--- src/rtl/core/gfse_pkg.sv ---
package gfse_pkg;

  // Field prime and largest supported group length.
  localparam logic [7:0] FIELD_PRIME = 8'd251;
  localparam logic [3:0] MAX_GROUP   = 4'd8;

  // Configuration register indexes.
  localparam int         CFG_IW          = 2;
  localparam logic [1:0] CFG_THRESHOLD   = 2'd0;
  localparam logic [1:0] CFG_SHARE_COUNT = 2'd1;

  // Configuration reset values.
  localparam logic [3:0] THRESHOLD_RST   = 4'd2;
  localparam logic [3:0] SHARE_COUNT_RST = 4'd4;

  // One classified coefficient handed from front to back.
  typedef struct packed {
    logic [7:0] coef;   // already reduced mod 251
    logic       close;  // last coefficient of its group
    logic [7:0] count;  // effective share count for this group
  } cmd_t;

  // One result word.
  typedef struct packed {
    logic [3:0] share_index;
    logic [7:0] share_value;
    logic       last_share;
  } res_t;

  // Reduce a 16-bit value mod 251, using 256 = 5 (mod 251).
  function automatic logic [7:0] red251(input logic [15:0] x);
    logic [10:0] t1;
    logic [8:0]  t2;
    t1 = 11'(x[15:8]) * 11'd5 + 11'(x[7:0]);
    t2 = 9'(t1[10:8]) * 9'd5 + 9'(t1[7:0]);
    if (t2 >= 9'(FIELD_PRIME)) begin
      t2 = t2 - 9'(FIELD_PRIME);
    end
    return t2[7:0];
  endfunction

endpackage

--- src/rtl/core/gfse_fifo.sv ---
module gfse_fifo #(
  parameter int WIDTH = 8,
  parameter int DEPTH = 2
) (
  input  logic             clk,
  input  logic             rst_n,
  input  logic             push,
  input  logic [WIDTH-1:0] wdata,
  output logic             full,
  input  logic             pop,
  output logic [WIDTH-1:0] rdata,
  output logic             empty
);

  localparam int PW = (DEPTH > 1) ? $clog2(DEPTH) : 1;
  localparam int NW = $clog2(DEPTH + 1);

  logic [WIDTH-1:0] slot_r [DEPTH];
  logic [PW-1:0]    wr_ptr_r;
  logic [PW-1:0]    rd_ptr_r;
  logic [NW-1:0]    fill_r;
  logic             do_push;
  logic             do_pop;

  assign full    = (fill_r == NW'(DEPTH));
  assign empty   = (fill_r == '0);
  assign do_push = push && !full;
  assign do_pop  = pop && !empty;
  assign rdata   = slot_r[rd_ptr_r];

  always_ff @(posedge clk) begin
    if (do_push) begin
      slot_r[wr_ptr_r] <= wdata;
    end
  end

  always_ff @(posedge clk) begin
    if (!rst_n) begin
      wr_ptr_r <= '0;
      rd_ptr_r <= '0;
      fill_r   <= '0;
    end else begin
      if (do_push) begin
        wr_ptr_r <= (wr_ptr_r == PW'(DEPTH - 1)) ? '0 : wr_ptr_r + PW'(1);
      end
      if (do_pop) begin
        rd_ptr_r <= (rd_ptr_r == PW'(DEPTH - 1)) ? '0 : rd_ptr_r + PW'(1);
      end
      if (do_push && !do_pop) begin
        fill_r <= fill_r + NW'(1);
      end else if (do_pop && !do_push) begin
        fill_r <= fill_r - NW'(1);
      end
    end
  end

endmodule

--- src/rtl/core/gfse_front.sv ---
module gfse_front import gfse_pkg::*; #(
  parameter int MAX_SHARES = 8
) (
  input  logic              clk,
  input  logic              rst_n,
  input  logic              in_push,
  input  logic [7:0]        in_coefficient,
  output logic              in_full,
  input  logic              cfg_valid,
  output logic              cfg_ready,
  input  logic [CFG_IW-1:0] cfg_index,
  input  logic [3:0]        cfg_data,
  output cmd_t              cmd,
  output logic              cmd_push,
  input  logic              cmd_full
);

  logic [3:0] threshold_r;
  logic [3:0] share_count_r;
  logic [2:0] pos_r;
  logic [3:0] thr_eff;
  logic [7:0] cnt_eff;
  logic [3:0] taken;

  assign cfg_ready = 1'b1;
  assign in_full   = cmd_full;
  assign cmd_push  = in_push && !cmd_full;
  assign taken     = {1'b0, pos_r} + 4'd1;

  always_comb begin
    thr_eff = threshold_r;
    if (threshold_r == 4'd0) begin
      thr_eff = 4'd1;
    end else if (threshold_r > MAX_GROUP) begin
      thr_eff = MAX_GROUP;
    end
    cnt_eff = 8'(share_count_r);
    if (share_count_r == 4'd0) begin
      cnt_eff = 8'd1;
    end else if (8'(share_count_r) > 8'(MAX_SHARES)) begin
      cnt_eff = 8'(MAX_SHARES);
    end
  end

  always_comb begin
    cmd.coef  = (in_coefficient >= FIELD_PRIME) ? in_coefficient - FIELD_PRIME
                                                : in_coefficient;
    cmd.close = (taken >= thr_eff);
    cmd.count = cnt_eff;
  end

  always_ff @(posedge clk) begin
    if (!rst_n) begin
      threshold_r   <= THRESHOLD_RST;
      share_count_r <= SHARE_COUNT_RST;
      pos_r         <= '0;
    end else begin
      if (cfg_valid && cfg_ready) begin
        unique case (cfg_index)
          CFG_THRESHOLD:   threshold_r   <= cfg_data;
          CFG_SHARE_COUNT: share_count_r <= cfg_data;
          default: ;
        endcase
      end
      if (cmd_push) begin
        pos_r <= cmd.close ? 3'd0 : taken[2:0];
      end
    end
  end

endmodule

--- src/rtl/core/gfse_back.sv ---
module gfse_back import gfse_pkg::*; #(
  parameter int MAX_SHARES = 8
) (
  input  logic clk,
  input  logic rst_n,
  input  cmd_t cmd,
  input  logic cmd_empty,
  output logic cmd_pop,
  output res_t res,
  output logic res_push,
  input  logic res_full
);

  localparam int IW = (MAX_SHARES > 1) ? $clog2(MAX_SHARES) : 1;
  localparam int CW = $clog2(MAX_SHARES + 1);

  logic [7:0]            sum_mem [MAX_SHARES];
  logic [7:0]            pow_mem [MAX_SHARES];
  logic [MAX_SHARES-1:0] ent_vld_r;

  logic          busy_r;
  cmd_t          cmd_r;
  logic [CW-1:0] rd_cnt_r;
  logic          s1_vld_r;
  logic [IW-1:0] s1_idx_r;
  logic [7:0]    rd_sum_r;
  logic [7:0]    rd_pow_r;
  logic          rd_ok_r;
  logic          s2_vld_r;
  logic [IW-1:0] s2_idx_r;
  logic [7:0]    s2_sum_r;
  logic [15:0]   s2_cprod_r;
  logic [15:0]   s2_pprod_r;

  logic          emit_c;
  logic          stall_c;
  logic          issue_c;
  logic          done_c;
  logic          start_c;
  logic          wr_en;
  logic [7:0]    cur_sum;
  logic [7:0]    cur_pow;
  logic [7:0]    point;
  logic [7:0]    new_sum;
  logic [7:0]    new_pow;
  logic [7:0]    idx_p1;

  assign emit_c  = s2_vld_r && cmd_r.close && (8'(s2_idx_r) < cmd_r.count);
  assign stall_c = emit_c && res_full;
  assign issue_c = busy_r && (rd_cnt_r != CW'(MAX_SHARES)) && !stall_c;
  assign done_c  = busy_r && (rd_cnt_r == CW'(MAX_SHARES)) && !s1_vld_r && !s2_vld_r;
  assign start_c = !cmd_empty && (!busy_r || done_c);
  assign cmd_pop = start_c;
  assign wr_en   = s2_vld_r && !stall_c;

  // Entries never written read as the cleared values.
  assign cur_sum = rd_ok_r ? rd_sum_r : 8'd0;
  assign cur_pow = rd_ok_r ? rd_pow_r : 8'd1;
  assign point   = 8'(s1_idx_r) + 8'd1;

  assign new_sum = red251(16'(s2_sum_r) + s2_cprod_r);
  assign new_pow = red251(s2_pprod_r);
  assign idx_p1  = 8'(s2_idx_r) + 8'd1;

  always_comb begin
    res.share_index = idx_p1[3:0];
    res.share_value = new_sum;
    res.last_share  = (idx_p1 == cmd_r.count);
  end
  assign res_push = emit_c && !res_full;

  always_ff @(posedge clk) begin
    if (wr_en) begin
      sum_mem[s2_idx_r] <= cmd_r.close ? 8'd0 : new_sum;
      pow_mem[s2_idx_r] <= cmd_r.close ? 8'd1 : new_pow;
    end
    if (issue_c) begin
      rd_sum_r <= sum_mem[rd_cnt_r[IW-1:0]];
      rd_pow_r <= pow_mem[rd_cnt_r[IW-1:0]];
      rd_ok_r  <= ent_vld_r[rd_cnt_r[IW-1:0]];
      s1_idx_r <= rd_cnt_r[IW-1:0];
    end
    if (start_c) begin
      cmd_r <= cmd;
    end
    if (!stall_c) begin
      s2_idx_r   <= s1_idx_r;
      s2_sum_r   <= cur_sum;
      s2_cprod_r <= 16'(cmd_r.coef) * 16'(cur_pow);
      s2_pprod_r <= 16'(cur_pow) * 16'(point);
    end
  end

  always_ff @(posedge clk) begin
    if (!rst_n) begin
      busy_r    <= 1'b0;
      rd_cnt_r  <= '0;
      s1_vld_r  <= 1'b0;
      s2_vld_r  <= 1'b0;
      ent_vld_r <= '0;
    end else begin
      if (start_c) begin
        busy_r   <= 1'b1;
        rd_cnt_r <= '0;
      end else if (done_c) begin
        busy_r <= 1'b0;
      end else if (issue_c) begin
        rd_cnt_r <= rd_cnt_r + CW'(1);
      end
      if (!stall_c) begin
        s1_vld_r <= issue_c;
        s2_vld_r <= s1_vld_r;
      end
      if (wr_en) begin
        ent_vld_r[s2_idx_r] <= 1'b1;
      end
    end
  end

  a_idle_drained: assert property (@(posedge clk) disable iff (!rst_n)
    !busy_r |-> !s1_vld_r && !s2_vld_r)
    else $error("back pipeline holds an entry while idle");

  a_stall_holds: assert property (@(posedge clk) disable iff (!rst_n)
    stall_c |=> s2_vld_r && $stable(s2_idx_r))
    else $error("stalled write stage lost its entry");

  a_pop_drained: assert property (@(posedge clk) disable iff (!rst_n)
    cmd_pop |-> !s1_vld_r && !s2_vld_r)
    else $error("new command taken before previous pass drained");

endmodule

--- src/rtl/core/gf251_share_polynomial_eval.sv ---
// Shamir-style share evaluator over GF(251).
//
// Input channel (in_push / in_full / in_coefficient): one coefficient word per
// accepted push, lowest power first, threshold words per group. Values 251 and
// above are reduced mod 251.
// Result channel (out_empty / out_pop / out_*): after the last coefficient of a
// group, one word per share 1..share_count, out_last_share set on the final one.
// Config channel (cfg_valid / cfg_ready / cfg_index / cfg_data): index 0 is
// threshold, index 1 is share_count; cfg_ready is always high. Write only idle.
//
// Each coefficient walks all MAX_SHARES sum/power entries through one shared
// read / multiply / reduce-and-write pipeline, one entry per cycle while the
// output queue has room; the next coefficient is taken only once the walk drains.
// Reset clears the queues, the group position and the entry valid bits, so all
// sums read as zero and all powers as one; registers return to 2 and 4.
// A stalled receiver fills the output queue; the walk then holds in place,
// the command queue fills and in_full rises. No word is dropped.
module gf251_share_polynomial_eval import gfse_pkg::*; #(
  parameter int MAX_SHARES = 8
) (
  input  logic              clk,
  input  logic              rst_n,
  input  logic              in_push,
  output logic              in_full,
  input  logic [7:0]        in_coefficient,
  output logic              out_empty,
  input  logic              out_pop,
  output logic [3:0]        out_share_index,
  output logic [7:0]        out_share_value,
  output logic              out_last_share,
  input  logic              cfg_valid,
  output logic              cfg_ready,
  input  logic [CFG_IW-1:0] cfg_index,
  input  logic [3:0]        cfg_data
);

  localparam int CMD_W = $bits(cmd_t);
  localparam int RES_W = $bits(res_t);

  cmd_t             fr_cmd;
  logic             fr_push;
  logic             cq_full;
  logic [CMD_W-1:0] cq_rdata;
  logic             cq_empty;
  logic             bk_pop;
  cmd_t             bk_cmd;
  res_t             bk_res;
  logic             bk_push;
  logic             rq_full;
  logic [RES_W-1:0] rq_rdata;
  res_t             out_word;

  // Front: take coefficients and config, classify group ends.
  gfse_front #(.MAX_SHARES(MAX_SHARES)) u_front (
    .clk            (clk),
    .rst_n          (rst_n),
    .in_push        (in_push),
    .in_coefficient (in_coefficient),
    .in_full        (in_full),
    .cfg_valid      (cfg_valid),
    .cfg_ready      (cfg_ready),
    .cfg_index      (cfg_index),
    .cfg_data       (cfg_data),
    .cmd            (fr_cmd),
    .cmd_push       (fr_push),
    .cmd_full       (cq_full)
  );

  // Short command queue decouples front from the entry walk.
  gfse_fifo #(.WIDTH(CMD_W), .DEPTH(2)) u_cmd_q (
    .clk   (clk),
    .rst_n (rst_n),
    .push  (fr_push),
    .wdata (fr_cmd),
    .full  (cq_full),
    .pop   (bk_pop),
    .rdata (cq_rdata),
    .empty (cq_empty)
  );

  assign bk_cmd = cmd_t'(cq_rdata);

  // Back: walk sums and powers, emit on group close.
  gfse_back #(.MAX_SHARES(MAX_SHARES)) u_back (
    .clk       (clk),
    .rst_n     (rst_n),
    .cmd       (bk_cmd),
    .cmd_empty (cq_empty),
    .cmd_pop   (bk_pop),
    .res       (bk_res),
    .res_push  (bk_push),
    .res_full  (rq_full)
  );

  // Output queue: hold result words until popped.
  gfse_fifo #(.WIDTH(RES_W), .DEPTH(4)) u_res_q (
    .clk   (clk),
    .rst_n (rst_n),
    .push  (bk_push),
    .wdata (bk_res),
    .full  (rq_full),
    .pop   (out_pop),
    .rdata (rq_rdata),
    .empty (out_empty)
  );

  assign out_word        = res_t'(rq_rdata);
  assign out_share_index = out_word.share_index;
  assign out_share_value = out_word.share_value;
  assign out_last_share  = out_word.last_share;

endmodule
--- config.mk ---
export PLATFORM = sky130hd
export DESIGN_NAME = gf251_share_polynomial_eval
export DESIGN_NICKNAME = d
export VERILOG_FILES = /design/src/rtl/core/gfse_pkg.sv /design/src/rtl/core/gfse_fifo.sv /design/src/rtl/core/gfse_front.sv /design/src/rtl/core/gfse_back.sv /design/src/rtl/core/gf251_share_polynomial_eval.sv
export SDC_FILE = /design/constraint.sdc
export NUM_CORES = 1
export LEC_CHECK = 0
export BUFFER_PORTS_ARGS = -buffer_cell sky130_fd_sc_hd__clkbuf_2
export CAP_MARGIN = 20
export CORE_MARGIN = 8
export CORE_UTILIZATION = 38
export DETAILED_ROUTE_END_ITERATION = 8
export PLACE_DENSITY_LB_ADDON = 0.2
export SETUP_SLACK_MARGIN = 0.1
export SLEW_MARGIN = 40
export SYNTH_ARGS = -nofsm -noshare
export SYNTH_HDL_FRONTEND = slang
export SYNTH_HIERARCHICAL = 1
export SYNTH_SLANG_ARGS = --single-unit
--- constraint.sdc ---
create_clock -name clk -period 16.3 [get_ports clk]
set_input_delay 3.26 -clock clk [delete_from_list [all_inputs] [get_ports clk]]
set_output_delay 3.26 -clock clk [all_outputs]
set_load 0.03 [all_outputs]
Word-level counts from Yosys, hierarchy flattened
Memory sizes are Yosys's and may differ from the RTL's. A register that Yosys moved wholly into a read port is not among the register bits.
Index checks and enable logic that the tools add are counted.

storage, ports and cells
  flip-flop bits (word level) = 84
  RAM bits = 214
  output and inout port bits = 16
  memories = 4

memory list
  memory          depth  bits a word  rd ports  clocked after Yosys merged registers in  wr ports  RTL line         text
  u_back.pow_mem  8      8            1         1                                        1         gfse_back.sv:18  logic [7:0] pow_mem [MAX_SHARES];
  u_back.sum_mem  8      8            1         1                                        1         gfse_back.sv:17  logic [7:0] sum_mem [MAX_SHARES];
  u_res_q.slot_r  4      13           1         1                                        1         gfse_fifo.sv:18  logic [WIDTH-1:0] slot_r [DEPTH];
  u_cmd_q.slot_r  2      17           1         1                                        1         gfse_fifo.sv:18

cells by class
  $add $sub $neg = 20
  $mul = 6
  magnitude comparators = 10
  equal/unequal tests = 8
  mux-type cells = 33
  bitwise logic cells = 3
  reductions and logical operators = 46

operator list
  operator                                                            count
  two-way mux 8 bit                                                   7
  multiplier 8 x 8 -> 16 bit                                          2
  subtractor 8 bit (second input constant)                            3
  adder 11 x 8 -> 11 bit                                              2
  multiplier 8 x 3 -> 11 bit (second input constant)                  2
  logical AND 1 bit                                                   21
  adder 6 x 8 -> 9 bit                                                2
  greater-or-equal comparator 9 x 8 -> 1 bit (second input constant)  2
  adder 8 x 16 -> 16 bit                                              1
  adder 3 x 1 -> 4 bit (second input constant)                        3
  logical NOT 1 bit                                                   12
  multiplier 3 x 3 -> 6 bit (second input constant)                   2
  two-way mux 1 bit                                                   12
  two-way mux 2 bit                                                   6
  two-way mux 4 bit                                                   3
  two-way mux 3 bit                                                   3
  == test 8 bit                                                       1
  greater-or-equal comparator 8 bit (second input constant)           1
  greater-than comparator 4 bit (second input constant)               2
  logical NOT 4 bit                                                   2
  less-than comparator 3 x 4 -> 1 bit (second input constant)         2
  less-than comparator 3 x 8 -> 1 bit                                 1
  OR 8 bit                                                            1
  adder 2 x 1 -> 2 bit (second input constant)                        3
  other kinds (21)                                                    30

Longest topological paths before layout
Gate-level depths: netlist of run 1.

  word-level depth = 10
  gate-level depth with buffers = 34
  mapped depth without buffers = 34

Cells and area by module
The synthesis of run 1 kept the hierarchy.

by module, submodules not included
  module                instances  cells an instance  area an instance (um^2)  sequential area each (um^2)
  gfse_back             1          1041               13457.9                  6426.2
  gfse_fifo at u_res_q  1          118                2398.6                   1741.7
  gfse_fifo at u_cmd_q  1          78                 1458.9                   1121.1
  gfse_front            1          93                 804.5                    220.2

Worst setup path after synthesis of run 1
OpenSTA, ideal clock, no wires.

  path type = flip-flop to flip-flop
  start = reg u_back.s2_sum_r[0]
  end = mem u_back.sum_mem[0][1] (data pin)
  arrival time = 7.065 ns
  required time = 16.026 ns
  setup slack = 8.961 ns
  stages on the path, launching flop included = 33
  clock period less this slack = 7.339 ns
  cell sequence = edfxtp_1 ha_1 inv_1 fa_1 nor2b_1 o21ai_0 a21oi_1 o21ai_0 a21oi_1 nand3_1 xnor2_1 ha_1 inv_1 fa_1 inv_1 ha_1 o21a_1 o31a_1 o311ai_0 nand2b_1 a21o_1 xor2_1 inv_1 fa_1 inv_1 ha_1 and3_1 o21a_1 nor3_2 o2111ai_4 a21oi_2 mux2_2 and2b_1

RTL lines
  element                 RTL line         text
  from (decl)             gfse_back.sv:31  logic [7:0] s2_sum_r;
  from (signal assigned)  gfse_back.sv:88  s2_sum_r <= cur_sum;
  to (decl)               gfse_back.sv:17

==> results of run 1 <==
registers in the layout, summed over array words and instances, names as in the netlist, 2 cells and up, named ones only:
signal	cells
u_back/pow_mem	64
u_back/sum_mem	64
u_res_q/slot_r	52
u_cmd_q/slot_r	34
u_back/cmd_r	17
u_back/s2_cprod_r	16
u_back/s2_pprod_r	12
u_back/ent_vld_r	8
u_back/rd_pow_r	8
u_back/rd_sum_r	8
u_back/s2_sum_r	8
u_back/rd_cnt_r	4
u_front/share_count_r	4
u_front/threshold_r	4
u_back/s1_idx_r	3
u_back/s2_idx_r	3
u_front/pos_r	3
u_res_q/fill_r	3
u_cmd_q/fill_r	2
u_res_q/rd_ptr_r	2
u_res_q/wr_ptr_r	2
final cells by class:
type	instances	area, um^2
Inverter	128	480
Tap cell	615	769
Clock buffer	47	973
Sequential cell	330	9510
Timing Repair Buffer	52	320
Multi-Input combinational cell	832	8020
Clock inverter	17	205
Fill cell	4401	27200
cells in the final DEF, fill, tap and decap left out, types with 34 or more instances in the layout:
| cell type | count |
|---|---|
| a21oi_1 | 39 |
| and2_1 | 35 |
| and3_1 | 38 |
| clkbuf_16 | 37 |
| dfxtp_1 | 38 |
| edfxtp_1 | 290 |
| fa_1 | 61 |
| ha_1 | 127 |
| inv_1 | 127 |
| mux2_2 | 37 |
| mux4_2 | 34 |
| nand2_1 | 80 |
| nor2_1 | 49 |
| nor2b_1 | 35 |
| xnor2_1 | 41 |
cell families after synthesis:
kind of cell    count (synthesis)  share of synthesized area, %
flops                         330                          52.5
simple gates                  326                          9.72
fa+ha+maj                     188                          15.5
buf+inv                       171                          3.75
compound gates                145                          5.92
mux                            98                          9.19
xor+xnor                       70                          3.38
other cells                     2                        0.0414
metrics by stage:
step / instance area (um^2) / setup slack [ps] / hold WS, ps / util, %
5_1_grt: 20300 / 7500 / 469 / 42.8
6_report: 20300 / 8140 / 462 / 42.8
4_1_cts: 20300 / 8070 / 464 / 42.7
3_5_place_dp: 19100 / 8110 / 451 / 40.2
3_3_place_gp: 19100 / 8290 / 442 / 40.2
2_1_floorplan: 18100 / 8960 / 419 / -
how the worst max path moves through the flow:
stage                                   from              endpoint  slack (ps)  cells past startpoint
after CTS                 u_back/s2_sum_r[0]  u_back/sum_mem[2][6]        8070                     32
after global routing      u_back/s2_sum_r[0]  u_back/sum_mem[2][6]        7500                     32
after floorplan           u_back/s2_sum_r[0]  u_back/sum_mem[0][1]        8960                     32
after global placement    u_back/s2_sum_r[0]  u_back/sum_mem[2][0]        8290                     32
final                     u_back/s2_sum_r[0]  u_back/sum_mem[3][6]        8140                     32
after detailed placement  u_back/s2_sum_r[0]  u_back/sum_mem[2][6]        8110                     32
worst max-delay path, delay by kind of cell (launching register included):
kind | cells | cell delay (ps)
simple gates | 6 | 1500
buf+inv | 5 | 280
compound gates | 11 | 2570
fa+ha+maj | 7 | 2570
flops | 1 | 330
xor+xnor | 3 | 640
layer usage:
layer | global-route usage (%) | share of wire [%] | up-vias
li1 | - | - | 4908
met1 | 17.4 | 48 | 4986
met2 | 21.4 | 47 | 120
met3 | 1.92 | 2.8 | 46
met4 | 3.65 | 2.1 | 0
met5 | 0 | 0 | -
==> results.sh, run 1 <==
export IMPL_slew_viol_final=0
export IMPL_via_per_inst=4.98
export IMPL_synth_main_ff_cell="edfxtp_1"
export IMPL_regToRegStartpoint="u_back/s2_sum_r[0]"
export IMPL_synth_async_reset_ratio_pct=0
export IMPL_synthToLayoutAreaGrowth_pct=11.9
export IMPL_crit_type="reg2reg"
export IMPL_start_util_pct=38.2
export IMPL_ys_types=77
export IMPL_path_max_fanout=8
export IMPL_row_count=80
export IMPL_die_w_um=234
export IMPL_min_period_ps=8160
export IMPL_design_die_area_um2=54900
export IMPL_diodes=0
export IMPL_syn_area_um2=18100
export IMPL_worstRegToRegCells=32
export IMPL_hold_viol=0
export IMPL_setup_tns_ps=0
export IMPL_synth_area_leaders="edfxtp_1 48%, ha_1 8.8%, fa_1 6.7%"
export IMPL_ios=35
export IMPL_port_buffer_count=33
export IMPL_finalSetupViolCount=0
export IMPL_grt_overflow_total=0
export IMPL_yosysMostFrequentCell="edfxtp_1"
export IMPL_cts_root_buf="clkbuf_16"
export IMPL_antenna_found_initial=0
export IMPL_track_usage_pct=12.9
export IMPL_drt_iter0_markers=405
export IMPL_hold_path_cell_count=1
export IMPL_yosysTopAreaCell="edfxtp_1"
export IMPL_ys_warnings_count=6
export IMPL_rsz0062_at_grt="false"
export IMPL_vias=10060
export IMPL_stdcell_count=2021
export IMPL_critical_path_arrival_ps=8430
export IMPL_status="finished clean"
export IMPL_period_share_pct=50.1
export IMPL_crit_path_end_kind="flip-flop"
export IMPL_grt_max_degree=49
export IMPL_worst_path_max_delay_cell="fa_1"
export IMPL_drc=0
export IMPL_dp_cells=1956
export IMPL_cts_tree="done"
export IMPL_hold_path_endpoint="u_back/ent_vld_r[2]"
export IMPL_worst_pin_slew_ps=841
export IMPL_cts_resized=0
export IMPL_r2r_end="u_back/sum_mem[3][6]"
export IMPL_critPathMostFrequentCell="inv_1"
export IMPL_hold_path_class="reg2reg"
export IMPL_drive_gt1_share_pct=15.2
export IMPL_syn_avg_cell_area_um2=13.6
export IMPL_cts_sinks=330
export IMPL_core_area_um2=47400
export IMPL_yosysSeqAreaShare_pct=52.5
export IMPL_fmax_mhz=123
export IMPL_synth_seq_cells=330
export IMPL_synth_edf_count=290
export IMPL_postRouteAntennaNets=0
export IMPL_first_pass_iters=4
export IMPL_cts_hold_buffers=0
export IMPL_hpwl_mm=24.5
export IMPL_wl_per_cell_um=17.1
export IMPL_nNetsFinal=1587
export IMPL_setup_worst_path_start_class="flip-flop"
export IMPL_clkTransAtPathRegs_ps=60
export IMPL_hp_start="u_back/ent_vld_r[2]"
export IMPL_htreeDepth=2
export IMPL_clkLatencyLatePin_ps=530
export IMPL_netlist_area_leader_share_pct=48.1
export IMPL_post_cts_buffers=0
export IMPL_grt_pass1_wl_mm=56.2
export IMPL_syn_inst=1330
export IMPL_cpPeakStageDelay_ps=540
export IMPL_cap_violations=0
export IMPL_cp_required_ps=16570
export IMPL_clock_path_buffers=3
export IMPL_clock_skew_ps=22.6
export IMPL_die_y_um=234
export IMPL_grt_pass1_vias=10508
export IMPL_ys_top_cells_by_count="290 x edfxtp_1, 127 x ha_1, 127 x inv_1, 80 x nand2_1, 61 x fa_1"
export IMPL_wl_mm=34.6
export IMPL_slew_headroom_pct=43.7
export IMPL_cts_buffers=36
export IMPL_reg2reg_setup_slack_ps=8140
export IMPL_gp_congestion=0.787
Power of run 1 is not shown: default switching activity piles up to over one toggle a cycle in this logic, so the estimate is an artifact.
==> run 2: changes to the inputs <==
==> constraint.sdc (replaced) <==
create_clock -name clk -period 6.8 [get_ports clk]
set_input_delay 1.36 -clock clk [delete_from_list [all_inputs] [get_ports clk]]
set_output_delay 1.36 -clock clk [all_outputs]
set_load 0.03 [all_outputs]
==> run 2 against run 1 <==
  * The flow now finishes with violations (negative setup slack)
  * Non-clock buffer count grew 59
  * Core utilization increased by 1.8 points
  * Global-route usage is 0.49 points higher
  * Critical path depth increased by 1
  * Sequential cell count unchanged
  * Maximum frequency grew 15%
  * First-iteration DRC count is 58% higher
  * Setup slack got worse by 8400 ps
  * Clock skew hardly changed
  * Largest cell class unchanged
==> results.sh, run 2 (synthesis results as in run 1) <==
export IMPL_mostFrequentLayoutCells="290 x edfxtp_1, 122 x inv_1, 120 x ha_1"
export IMPL_die_y_um=234
export IMPL_worst_pin_slew_ps=747
export IMPL_gp_congestion=0.771
export IMPL_worst_path_max_delay_cell="fa_1"
export IMPL_cts_sinks=330
export IMPL_status="finished with violations"
export IMPL_via_per_inst=4.90
export IMPL_min_period_ps=7100
export IMPL_cpPeakStageDelay_ps=550
export IMPL_setup_worst_path_start_class="flip-flop"
export IMPL_cap_violations=0
export IMPL_drive_gt1_share_pct=22.2
export IMPL_violations="negative setup slack"
export IMPL_postRouteAntennaNets=0
export IMPL_hold_viol=0
export IMPL_pre_cts_slack_ps=-438
export IMPL_diodes=0
export IMPL_first_pass_iters=4
export IMPL_path_max_fanout=8
export IMPL_wl_per_cell_um=17.3
export IMPL_cts_root_buf="clkbuf_16"
export IMPL_clkLatencyLatePin_ps=550
export IMPL_setup_ws_ps=-300
export IMPL_nNetsFinal=1648
export IMPL_hold_path_class="reg2reg"
export IMPL_slew_headroom_pct=50.2
export IMPL_htreeDepth=2
export IMPL_crit_path_end_kind="flip-flop"
export IMPL_antenna_found_initial=0
export IMPL_track_usage_pct=13.3
export IMPL_wl_mm=36.0
export IMPL_critical_path_arrival_ps=7380
export IMPL_cts_buffers=38
export IMPL_finalSetupViolCount=96
export IMPL_clock_skew_ps=22.4
export IMPL_cts_hold_buffers=0
export IMPL_die_w_um=234
export IMPL_design_die_area_um2=54900
export IMPL_drt_iter0_markers=641
export IMPL_ios=35
export IMPL_path_delay_family="adder cells"
export IMPL_period_share_pct=104
export IMPL_core_area_um2=47400
export IMPL_vias=10226
export IMPL_grt_max_degree=41
export IMPL_start_util_pct=38.2
export IMPL_mostFrequentLayoutCell="edfxtp_1"
export IMPL_reg_top3="u_back/pow_mem x64, u_back/sum_mem x64, u_res_q/slot_r x52"
export IMPL_slew_viol_final=0
export IMPL_clkTransAtPathRegs_ps=60
export IMPL_cts_tree="done"
export IMPL_fmax_mhz=141
export IMPL_grt_overflow_total=0
export IMPL_grt_pass1_vias=10641
export IMPL_rsz0062_at_grt="true"
export IMPL_row_count=80
export IMPL_hpwl_mm=25.6
export IMPL_clock_path_buffers=3
export IMPL_synthToLayoutAreaGrowth_pct=16.6
export IMPL_crit_buf_inv=5
export IMPL_cp_required_ps=7080
export IMPL_crit_type="reg2reg"
export IMPL_drc=0
export IMPL_grt_pass1_wl_mm=57.5
export IMPL_port_buffer_count=33
export IMPL_critPathMostFrequentCell="inv_2"
## run 2: changes by cell type in the layout (fill, tap and decap cells not counted), sizes merged
cell | previous run | this run
bufinv | 3 | 4
buf | 19 | 79
clkinv | 11 | 14
## run 2: cell type report
cell class | count | area, um^2
fill | 4267 | 26300
sequential | 330 | 9510
multi-input combinational | 832 | 8340
clock buffer | 48 | 998
timing repair buffer | 111 | 782
tap | 615 | 769
inverter | 128 | 480
clock inverter | 21 | 248
## run 2: metal layers
layer  track usage [%]  routed length, um  share of wire [%]  vias to the layer above
li1                  -                  -                  -                     5027
met1              17.1              16300                 45                     5039
met2              23.3              18000                 50                      110
met3              2.31               1010                2.8                       50
met4              3.22                649                1.8                        0
met5                 0                  0                  0                        -
## run 2: timing repair
action	4_1_cts	5_1_grt
hold endpoints to repair	0	0
resized for setup	13	26
pin swaps	14	10
buffers inserted	3	4
setup endpoints to repair	96	96
## run 2: path summary, 6_finish.rpt
check / slack, ps / from / to / depth (start not counted)
max: -300 / u_back/s2_sum_r[0] / u_back/sum_mem[6][1] / 33
min: 460 / u_back/ent_vld_r[7] / u_back/ent_vld_r[7] / 1
max reg2reg: -300 / u_back/s2_sum_r[0] / u_back/sum_mem[6][1] / 33
min reg2reg: 460 / u_back/ent_vld_r[7] / u_back/ent_vld_r[7] / 1
## run 2: metrics by stage
stage               TNS [ps]  std cells  area, um^2  hold slack (ps)  utilization (%)
finish                -18900       2085       21100              461             44.5
global route          -50940       2085       21100              484             44.5
CTS                   -17570       2081       20900              466             44.1
detailed placement    -23770       2009       19600              452             41.3
global placement      -10060       2008       19600              444             41.3
floorplan                  0       1333       18300              419                -
Power of run 2 is left out for the same reason.
==> run 3: changes to the inputs <==
--- a/config.mk
+++ b/config.mk
@@ -7,9 +7,11 @@
 export LEC_CHECK = 0
 export BUFFER_PORTS_ARGS = -buffer_cell sky130_fd_sc_hd__clkbuf_2
 export CAP_MARGIN = 20
+export CORE_ASPECT_RATIO = 1.25
 export CORE_MARGIN = 8
 export CORE_UTILIZATION = 38
 export DETAILED_ROUTE_END_ITERATION = 8
+export MAX_ROUTING_LAYER = met4
 export PLACE_DENSITY_LB_ADDON = 0.2
 export SETUP_SLACK_MARGIN = 0.1
 export SLEW_MARGIN = 40
==> run 3 against run 2 <==
  * The flow still finishes with violations (negative setup slack)
  * Maximum frequency is 1.5% higher
  * Sequential cell count stayed put
  * Core utilization rose by 0.34 points
  * Critical path depth grew 1
  * Clock-buffer cell count shrank 2
  * Sequential share of layout area is essentially flat
  * Global-route usage rose by 0.41 points
  * Routed wire length up 0.38%
==> results.sh, run 3 (synthesis results as in run 1) <==
export IMPL_clkTransAtPathRegs_ps=60
export IMPL_cts_hold_buffers=0
export IMPL_cts_buffers=36
export IMPL_rsz0062_at_grt="true"
export IMPL_start_util_pct=38.5
export IMPL_cap_violations=0
export IMPL_grt_overflow_total=0
export IMPL_antenna_found_initial=0
export IMPL_wl_per_cell_um=17.2
export IMPL_finalSetupViolCount=88
export IMPL_port_buffer_count=33
export IMPL_clock_path_buffers=3
export IMPL_crit_path_end_kind="flip-flop"
export IMPL_clkLatencyLatePin_ps=530
export IMPL_min_period_ps=7000
export IMPL_period_share_pct=103
export IMPL_drc=0
export IMPL_cts_sinks=330
export IMPL_crit_buf_inv=6
export IMPL_postRouteAntennaNets=0
export IMPL_track_usage_pct=13.7
export IMPL_die_w_um=211
export IMPL_crit_path_start="u_back/s2_sum_r[0]"
export IMPL_crit_cells=34
export IMPL_synthToLayoutAreaGrowth_pct=16.6
export IMPL_worst_pin_slew_ps=776
export IMPL_setup_worst_path_start_class="flip-flop"
export IMPL_slew_viol_final=0
export IMPL_vias=10289
export IMPL_cts_tree="done"
export IMPL_mostFrequentLayoutCells="290 x edfxtp_1, 120 x inv_1, 119 x ha_1"
export IMPL_setup_ws_ps=-195
export IMPL_drt_iter0_markers=396
export IMPL_grt_max_degree=41
export IMPL_pre_cts_slack_ps=-398
export IMPL_diodes=0
export IMPL_path_delay_family="adder cells"
export IMPL_drive_gt1_share_pct=22.3
export IMPL_fmax_mhz=143
export IMPL_crit_type="reg2reg"
export IMPL_status="finished with violations"
export IMPL_hold_viol=0
export IMPL_reg2reg_setup_slack_ps=-200
export IMPL_r2r_end="u_back/sum_mem[6][1]"
export IMPL_die_y_um=260
export IMPL_regToRegStartpoint="u_back/s2_sum_r[0]"
export IMPL_crit_path_end="u_back/sum_mem[6][1]"
export IMPL_row_count=89
export IMPL_wl_mm=36.1
export IMPL_worstRegToRegCells=34
export IMPL_htreeDepth=2
export IMPL_via_per_inst=4.90
export IMPL_core_area_um2=47100
export IMPL_grt_pass1_wl_mm=58.1
export IMPL_slew_headroom_pct=48.1
export IMPL_hpwl_mm=25.8
export IMPL_worst_path_max_delay_cell="fa_1"
export IMPL_grt_pass1_vias=10845
export IMPL_design_die_area_um2=55000
export IMPL_first_pass_iters=4
export IMPL_cpPeakStageDelay_ps=550
export IMPL_nFillCells=4169
export IMPL_gp_congestion=0.761
export IMPL_path_max_fanout=8
export IMPL_nNetsFinal=1644
export IMPL_critical_path_arrival_ps=7250
export IMPL_cp_required_ps=7060
export IMPL_ios=35
export IMPL_cts_root_buf="clkbuf_16"
export IMPL_mostFrequentLayoutCell="edfxtp_1"
export IMPL_clock_skew_ps=21.2
export IMPL_hold_path_class="reg2reg"
export IMPL_violations="negative setup slack"
export IMPL_critPathMostFrequentCell="inv_2"
export IMPL_reg_top3="u_back/pow_mem x64, u_back/sum_mem x64, u_res_q/slot_r x52"
## run 3: cell count changes in the layout (fill, tap and decap cells not counted), moves of 3 or more
| cell | previous run | this run |
|---|---|---|
| buf_4 | 72 | 66 |
| clkinv_2 | 8 | 4 |
| buf_6 | 5 | 10 |
| clkbuf_1 | 9 | 6 |
| xnor2_2 | 7 | 3 |
| nor2b_4 | 3 | 6 |
| nor2b_1 | 30 | 27 |
| inv_6 | 3 | 0 |
| xnor2_1 | 33 | 37 |
## run 3: metrics by stage
step                TNS [ps]  std cells  area [um^2]  util, %  hold WS [ps]
global placement       -9860       2022        19500     41.5           442
floorplan                  0       1333        18300        -           419
global route          -44130       2100        21100     44.9           494
finish                 -9340       2100        21100     44.9           462
CTS                    -5320       2096        21000     44.6           465
detailed placement    -21380       2022        19500     41.5           452
## run 3: layout make-up
class                   count  area [um^2]  share of cell area, %
well taps                 637          797                   3.77
multi-input cells         832         8340                   39.4
clock inverters            18          233                   1.10
inverters                 128          480                   2.27
flip-flops and latches    330         9510                   45.0
clock buffers              46         1000                   4.74
repair buffers            109          776                   3.67
## run 3: how the worst min path moves through the flow
stage	from	endpoint	slack, ps	cells after the start
after floorplan	u_back/rd_cnt_r[2]	u_back/s1_idx_r[2]	420	0
after global placement	u_back/ent_vld_r[0]	u_back/ent_vld_r[0]	440	1
after detailed placement	u_back/ent_vld_r[1]	u_back/ent_vld_r[1]	450	1
after CTS	u_back/ent_vld_r[1]	u_back/ent_vld_r[1]	470	1
after global routing	u_back/ent_vld_r[6]	u_back/ent_vld_r[6]	490	1
final	u_back/ent_vld_r[1]	u_back/ent_vld_r[1]	460	1
## run 3: repair_timing
action                                  4_1_cts  5_1_grt
setup buffers                                10        5
gates cloned                                  0        0
endpoints found under the setup margin       96       96
pin swaps                                    10       10
resized for setup                            30       25
endpoints found under the hold margin         0        0
## run 3: per-layer routing
layer	vias to the layer above	track usage [%]	wire, um
met5	-	-	0
met4	0	4.56	1020
met3	60	1.87	857
met2	109	25.2	19600
met1	5107	15.2	14600
li1	5013	-	-
Power of run 3 is left out for the same reason.
